===== config.mk =====
export PLATFORM = sky130hd
export DESIGN_NAME = tlam_div
export DESIGN_NICKNAME = d
export VERILOG_FILES = /design/src/hdl/tlam_div.sv
export SDC_FILE = /design/constraint.sdc
export NUM_CORES = 2
export LEC_CHECK = 0
export BUFFER_PORTS_ARGS = -buffer_cell sky130_fd_sc_hd__buf_2
export CAP_MARGIN = 10
export CORE_ASPECT_RATIO = 0.6
export CORE_MARGIN = 2
export CORE_UTILIZATION = 58
export CTS_CLUSTER_DIAMETER = 80
export CTS_CLUSTER_SIZE = 16
export DETAILED_ROUTE_END_ITERATION = 8
export GPL_ROUTABILITY_DRIVEN = 0
export PLACE_DENSITY = 0.77
export SLEW_MARGIN = 30
export SYNTH_ARGS = -nofsm -noshare
export SYNTH_HDL_FRONTEND = slang
export SYNTH_SLANG_ARGS = --single-unit

===== constraint.sdc =====
create_clock -name aclk -period 3.62 [get_ports aclk]
set_input_delay 0.362 -clock aclk [delete_from_list [all_inputs] [get_ports aclk]]
set_output_delay 0.362 -clock aclk [all_outputs]
set_load 0.02 [all_outputs]

===== src/hdl/tlam_div.sv =====
// ----------------------------------------------------------------------------
// Pipelined restoring divider
// One quotient bit per stage, DW stages; divisor and side payload travel
// with each beat. All stages advance together on en.
// ----------------------------------------------------------------------------
module tlam_div #(
    parameter int DW = 30,
    parameter int VW = 29,
    parameter int PW = 1
) (
    input  logic          aclk,
    input  logic          aresetn,
    input  logic          en,
    input  logic          in_valid,
    input  logic [DW-1:0] in_num,
    input  logic [VW-1:0] in_den,
    input  logic [PW-1:0] in_pay,
    output logic          out_valid,
    output logic [DW-1:0] out_quo,
    output logic [VW-1:0] out_rem,
    output logic [PW-1:0] out_pay
);

    logic [VW-1:0] rem_reg  [DW];
    logic [VW-1:0] rem_next [DW];
    logic [DW-1:0] nq_reg   [DW];
    logic [DW-1:0] nq_next  [DW];
    logic [VW-1:0] den_reg  [DW];
    logic [VW-1:0] den_next [DW];
    logic [PW-1:0] pay_reg  [DW];
    logic [PW-1:0] pay_next [DW];
    logic [DW-1:0] vld_reg;
    logic [DW-1:0] vld_next;

    logic [VW-1:0] src_rem;
    logic [VW-1:0] src_den;
    logic [DW-1:0] src_nq;
    logic [PW-1:0] src_pay;
    logic          src_vld;
    logic [VW:0]   trial;
    logic [VW:0]   diff;
    logic          ge;

    always_comb begin
        for (int k = 0; k < DW; k++) begin
            if (k == 0) begin
                src_rem = '0;
                src_nq  = in_num;
                src_den = in_den;
                src_pay = in_pay;
                src_vld = in_valid;
            end else begin
                src_rem = rem_reg[(k == 0) ? 0 : k - 1];
                src_nq  = nq_reg[(k == 0) ? 0 : k - 1];
                src_den = den_reg[(k == 0) ? 0 : k - 1];
                src_pay = pay_reg[(k == 0) ? 0 : k - 1];
                src_vld = vld_reg[(k == 0) ? 0 : k - 1];
            end
            trial       = {src_rem, src_nq[DW-1]};
            ge          = (trial >= {1'b0, src_den});
            diff        = trial - {1'b0, src_den};
            rem_next[k] = ge ? diff[VW-1:0] : trial[VW-1:0];
            nq_next[k]  = {src_nq[DW-2:0], ge};
            den_next[k] = src_den;
            pay_next[k] = src_pay;
            vld_next[k] = src_vld;
        end
    end

    always_ff @(posedge aclk) begin
        if (!aresetn) begin
            vld_reg <= '0;
        end else if (en) begin
            vld_reg <= vld_next;
        end
    end

    always_ff @(posedge aclk) begin
        if (en) begin
            for (int k = 0; k < DW; k++) begin
                rem_reg[k] <= rem_next[k];
                nq_reg[k]  <= nq_next[k];
                den_reg[k] <= den_next[k];
                pay_reg[k] <= pay_next[k];
            end
        end
    end

    assign out_valid = vld_reg[DW-1];
    assign out_quo   = nq_reg[DW-1];
    assign out_rem   = rem_reg[DW-1];
    assign out_pay   = pay_reg[DW-1];

endmodule


Word-level counts from Yosys, hierarchy flattened
Memory sizes are Yosys's and may differ from the RTL's.
Index checks and enable logic that the tools add are counted.
W data, S select, Z words.
{ "op_classes": {"n_mux": 32, "n_lt_le_gt_ge": 30, "add_sub_neg": 30} }
{ "ops": {"columns": ["op", "count"], "rows": [
  ["$ge A30 B29 Y1", 29],
  ["$mux W29", 30],
  ["$sub A29 B29 Y29", 29],
  ["$ge A1 B29 Y1", 1],
  ["$sub A1 B29 Y29", 1],
  ["$mux W1", 2]
]} }
{ "totals": {"register_bits": 30, "ram_bits": 2670, "wordCells": 97, "mem_count": 4, "in_bits": 64} }
{ "mem_list": {"columns": ["name", "depth", "word_bits", "read_ports", "rd_ports_with_merged_regs", "write_ports", "line_no", "text"], "rows": [
  ["nq_reg", 30, 30, 30, 0, 30, "26", "logic [DW-1:0] nq_reg [DW];"],
  ["den_reg", 30, 29, 29, 0, 30, "28", "logic [VW-1:0] den_reg [DW];"],
  ["rem_reg", 30, 29, 30, 0, 30, "24", "logic [VW-1:0] rem_reg [DW];"],
  ["pay_reg", 30, 1, 30, 0, 30, "30", "logic [PW-1:0] pay_reg [DW];"]
]} }

Logic depth before layout (Yosys ltp)
{ "depth": {"word_depth": 2, "ltp_mapped": 15, "ltp_nobuf": 13} }

Worst setup path after synthesis
Ideal clock, no wire load.
{ "synth_path": {"path_type": "flip-flop to flip-flop", "from": "mem den_reg[16][0] (netlist: den_reg[1][0])", "to": "mem rem_reg[17][7] (netlist: rem_reg[1][36]), data pin", "arrival_ns": 3.150, "n_path_buf": 1, "setup_slack_ns": 0.210, "path_stages_with_launch": 13, "synth_period_minus_slack_ns": 3.410, "path_cell_list": "edfxtp_1 -> ha_1 -> fa_1 -> nor2b_1 -> o31a_1 -> o21bai_1 -> a211o_1 -> o311ai_0 -> a21oi_1 -> o21a_1 -> o211ai_2 -> buf_4 -> mux2_2"} }
{ "synth_rtl": {"columns": ["item", "line_no"], "rows": [
  ["from (decl)", "28"],
  ["to (decl)", "24"]
]} }

==> impl_metrics.json <==
{
  "clkTransAtPathRegs_ns": 0.08,
  "relSlewSlack_pct": 40.14,
  "grt_pass1_wl_um": 492700,
  "antenna_left": 0,
  "crit_fanout": 5,
  "largest_reg_flops": 900,
  "synth-edff-count": 2641,
  "nNetsFinal": 12740,
  "violations": "DRC, setup timing",
  "drc_errors": 1,
  "totalWireLength_um": 327100,
  "syn_area_per_cell_um2": 12.11,
  "pwr_density_cell_nw_per_um2": 884.4,
  "clock_path_buffers": 4,
  "crit_path_end_kind": "flip-flop",
  "required_ns": 4.23,
  "synth_warnings": 0,
  "row_count": 137,
  "antenna_found_initial": 12,
  "initial_core_util_pct": 58.44,
  "grt_usage_pct": 26.17,
  "timing.final.ws_setup_ns": -0.2110,
  "start_kind": "flip-flop",
  "grt_pass1_vias": 86320,
  "leakage_nw": 61.14,
  "clock_latency_ns": 0.89,
  "synth-seq-cells": 2671,
  "hp-class": "in2reg",
  "setup_tns_ns": -1.474,
  "routedWlPerCell_um": 21.88,
  "routed-via-count": 92470,
  "clock.fmax_mhz": 261.0,
  "drive_above_1_share_pct": 12.57,
  "pre_cts_ws_ns": -0.5466,
  "placeableCoreArea_um2": 232800,
  "htreeDepth": 4,
  "drt_pass1_iterations": 9,
  "syn_area_um2": 136000,
  "cts_sinks": 2671,
  "path_class": "reg2reg",
  "synth_nets": 12170,
  "fin_skew_ns": 0.05585,
  "yosys.area.top_type": "edfxtp_1",
  "period_share_pct": 105.8,
  "area_growth_pct": 11.38,
  "utilization_pct": 65.09,
  "drt_iter0_drc": 12140,
  "slew_violations": 0,
  "ys_seq_area_share_pct": 58.74,
  "postSynthCellCount": 11230,
  "vias_per_cell": 6.185,
  "die_area_um2": 238600,
  "setup_viol": 40,
  "ys.flop_type": "edfxtp_1",
  "grt-ovfl-total": 0,
  "status": "finished, violations left",
  "p_total_mw": 134.0,
  "max_cap_viol_count": 0,
  "rsz0062_at_grt": "yes",
  "arrival_ns": 4.44,
  "cts_tree": "yes",
  "io_buffers": 124,
  "io_pins": 125,
  "die_y_um": 379.1,
  "synth_top_area_share_pct": 58.30,
  "grt_max_degree": 125,
  "ir_drop_uv": 440.3,
  "dp_hpwl_um": 236200,
  "synth_cell_types": 90,
  "synth_area_leaders": "edfxtp_1, ha_1, a21oi_1, inv_1, a21o_1",
  "hold_viol": 0,
  "fillers": 16700,
  "root_buffer": "clkbuf_16",
  "min_period_ns": 3.831,
  "tightestPinTransition_ns": 0.8898,
  "cts_inserted_buffers": 193,
  "dieWidth_um": 629.2,
  "synthArstFlopShare_pct": 0
}
## per-layer routing
metal	GRT usage [%]	up-vias	wire length [um]
met3	6.635	615	40000
met1	40.57	44540	145600
met4	5.821	10	7641
met5	0	-	75
li1	-	42320	-
met2	36.84	4980	133800
## synthesized netlist by cell type, drive strengths merged, types with 65 or more instances
master and instances:
a211oi 65, a21o 494, a21oi 878, a31oi 86, and3 74, buf 158, clkbuf 220, edfxtp 2641
ha 843, inv 1042, mux2 286, nand2 713, nand2b 123, nand3 181, nand4 145, nor2 621
nor2b 146, nor3 121, o211ai 67, o21a 105, o21ai 687, o21bai 96, xnor2 421, xor2 292
## cells in the final DEF (no fill, tap or decap), types with 125 or more instances in the layout
master	n
edfxtp_1	2641
inv_1	1038
a21oi_1	843
ha_1	827
nand2_1	698
o21ai_0	621
nor2_1	620
a21o_1	492
buf_4	461
xnor2_1	420
xor2_1	292
mux2_2	232
clkbuf_16	206
nand3_1	181
nand4_1	145
nor2b_1	135
buf_2	125
## per-stage QoR
stage | cells | hold WS (ns) | instance area [um^2]
final | 14950 | 0.1855 | 151500
after global placement | 14560 | 0.4005 | 143100
after floorplan | 11230 | 0.4003 | 136000
after CTS | 14880 | 0.1346 | 149600
after global routing | 14950 | 0.1552 | 151500
after detailed placement | 14560 | 0.4045 | 143100
## path summary, 6_finish.rpt
| check | startpoint | to | slack (ns) | cells past startpoint |
|---|---|---|---|---|
| worst max-delay path | den_reg[0][100]$_DFFE_PP_ | rem_reg[0][144]$_DFFE_PP_ | -0.21 | 12 |
| worst min-delay path | in_num[22] | nq_reg[0][23]$_DFFE_PP_ | 0.19 | 2 |
| worst max register to register | den_reg[0][100]$_DFFE_PP_ | rem_reg[0][144]$_DFFE_PP_ | -0.21 | 12 |
| worst min register to register | nq_reg[0][363]$_DFFE_PP_ | nq_reg[0][394]$_DFFE_PP_ | 0.38 | 0 |
## logic make-up after synthesis
logic type | synth area share, %
AO/OA/AOI/OAI | 13.28
XOR/XNOR | 4.590
adder cells (fa/ha/maj) | 8.180
buffers and inverters | 4.188
flip-flops | 58.74
multiplexers | 2.844
AND/OR/NAND/NOR | 8.182
## where the power goes
part	leakage [nW]	switching [mW]	internal, mW	total, mW
sequential	26.0	4.65	44.0	48.6
clock	2.43	10.2	9.49	19.7
combinational	32.7	36.6	29.1	65.7
total	61.1	51.5	82.5	134
## final cells by class
type / count / area, um^2 / area share (%)
multi-input cells: 7138 / 51960 / 34.29
well taps: 3127 / 3913 / 2.582
diodes: 2 / 5.005 / 0.003303
clock buffers: 200 / 4856 / 3.205
repair buffers: 760 / 6877 / 4.538
flip-flops and latches: 2671 / 79910 / 52.74
inverters: 1042 / 3911 / 2.581
clock inverters: 9 / 97.59 / 0.06441
## critical path: stages (launching register included)
cell      delay, ns
edfxtp_1       0.44
inv_1          0.07
ha_1           0.35
a21o_1         0.20
a21o_1         0.17
a21oi_1        0.21
nor3_1         0.07
a211oi_1       0.45
o21ai_0        0.18
a221oi_1       0.70
o21ai_0        0.26
xor2_1         0.20
mux2_2         0.27
## what timing repair did
action,4_1_cts,5_1_grt
gates resized for setup,102,278
endpoints found under the setup margin,395,659
pin swaps,34,98
setup buffers,31,68
gates cloned,8,15
hold buffers,64,0
endpoints found under the hold margin,112,0
Note: power is estimated with default switching activity, not from simulation.
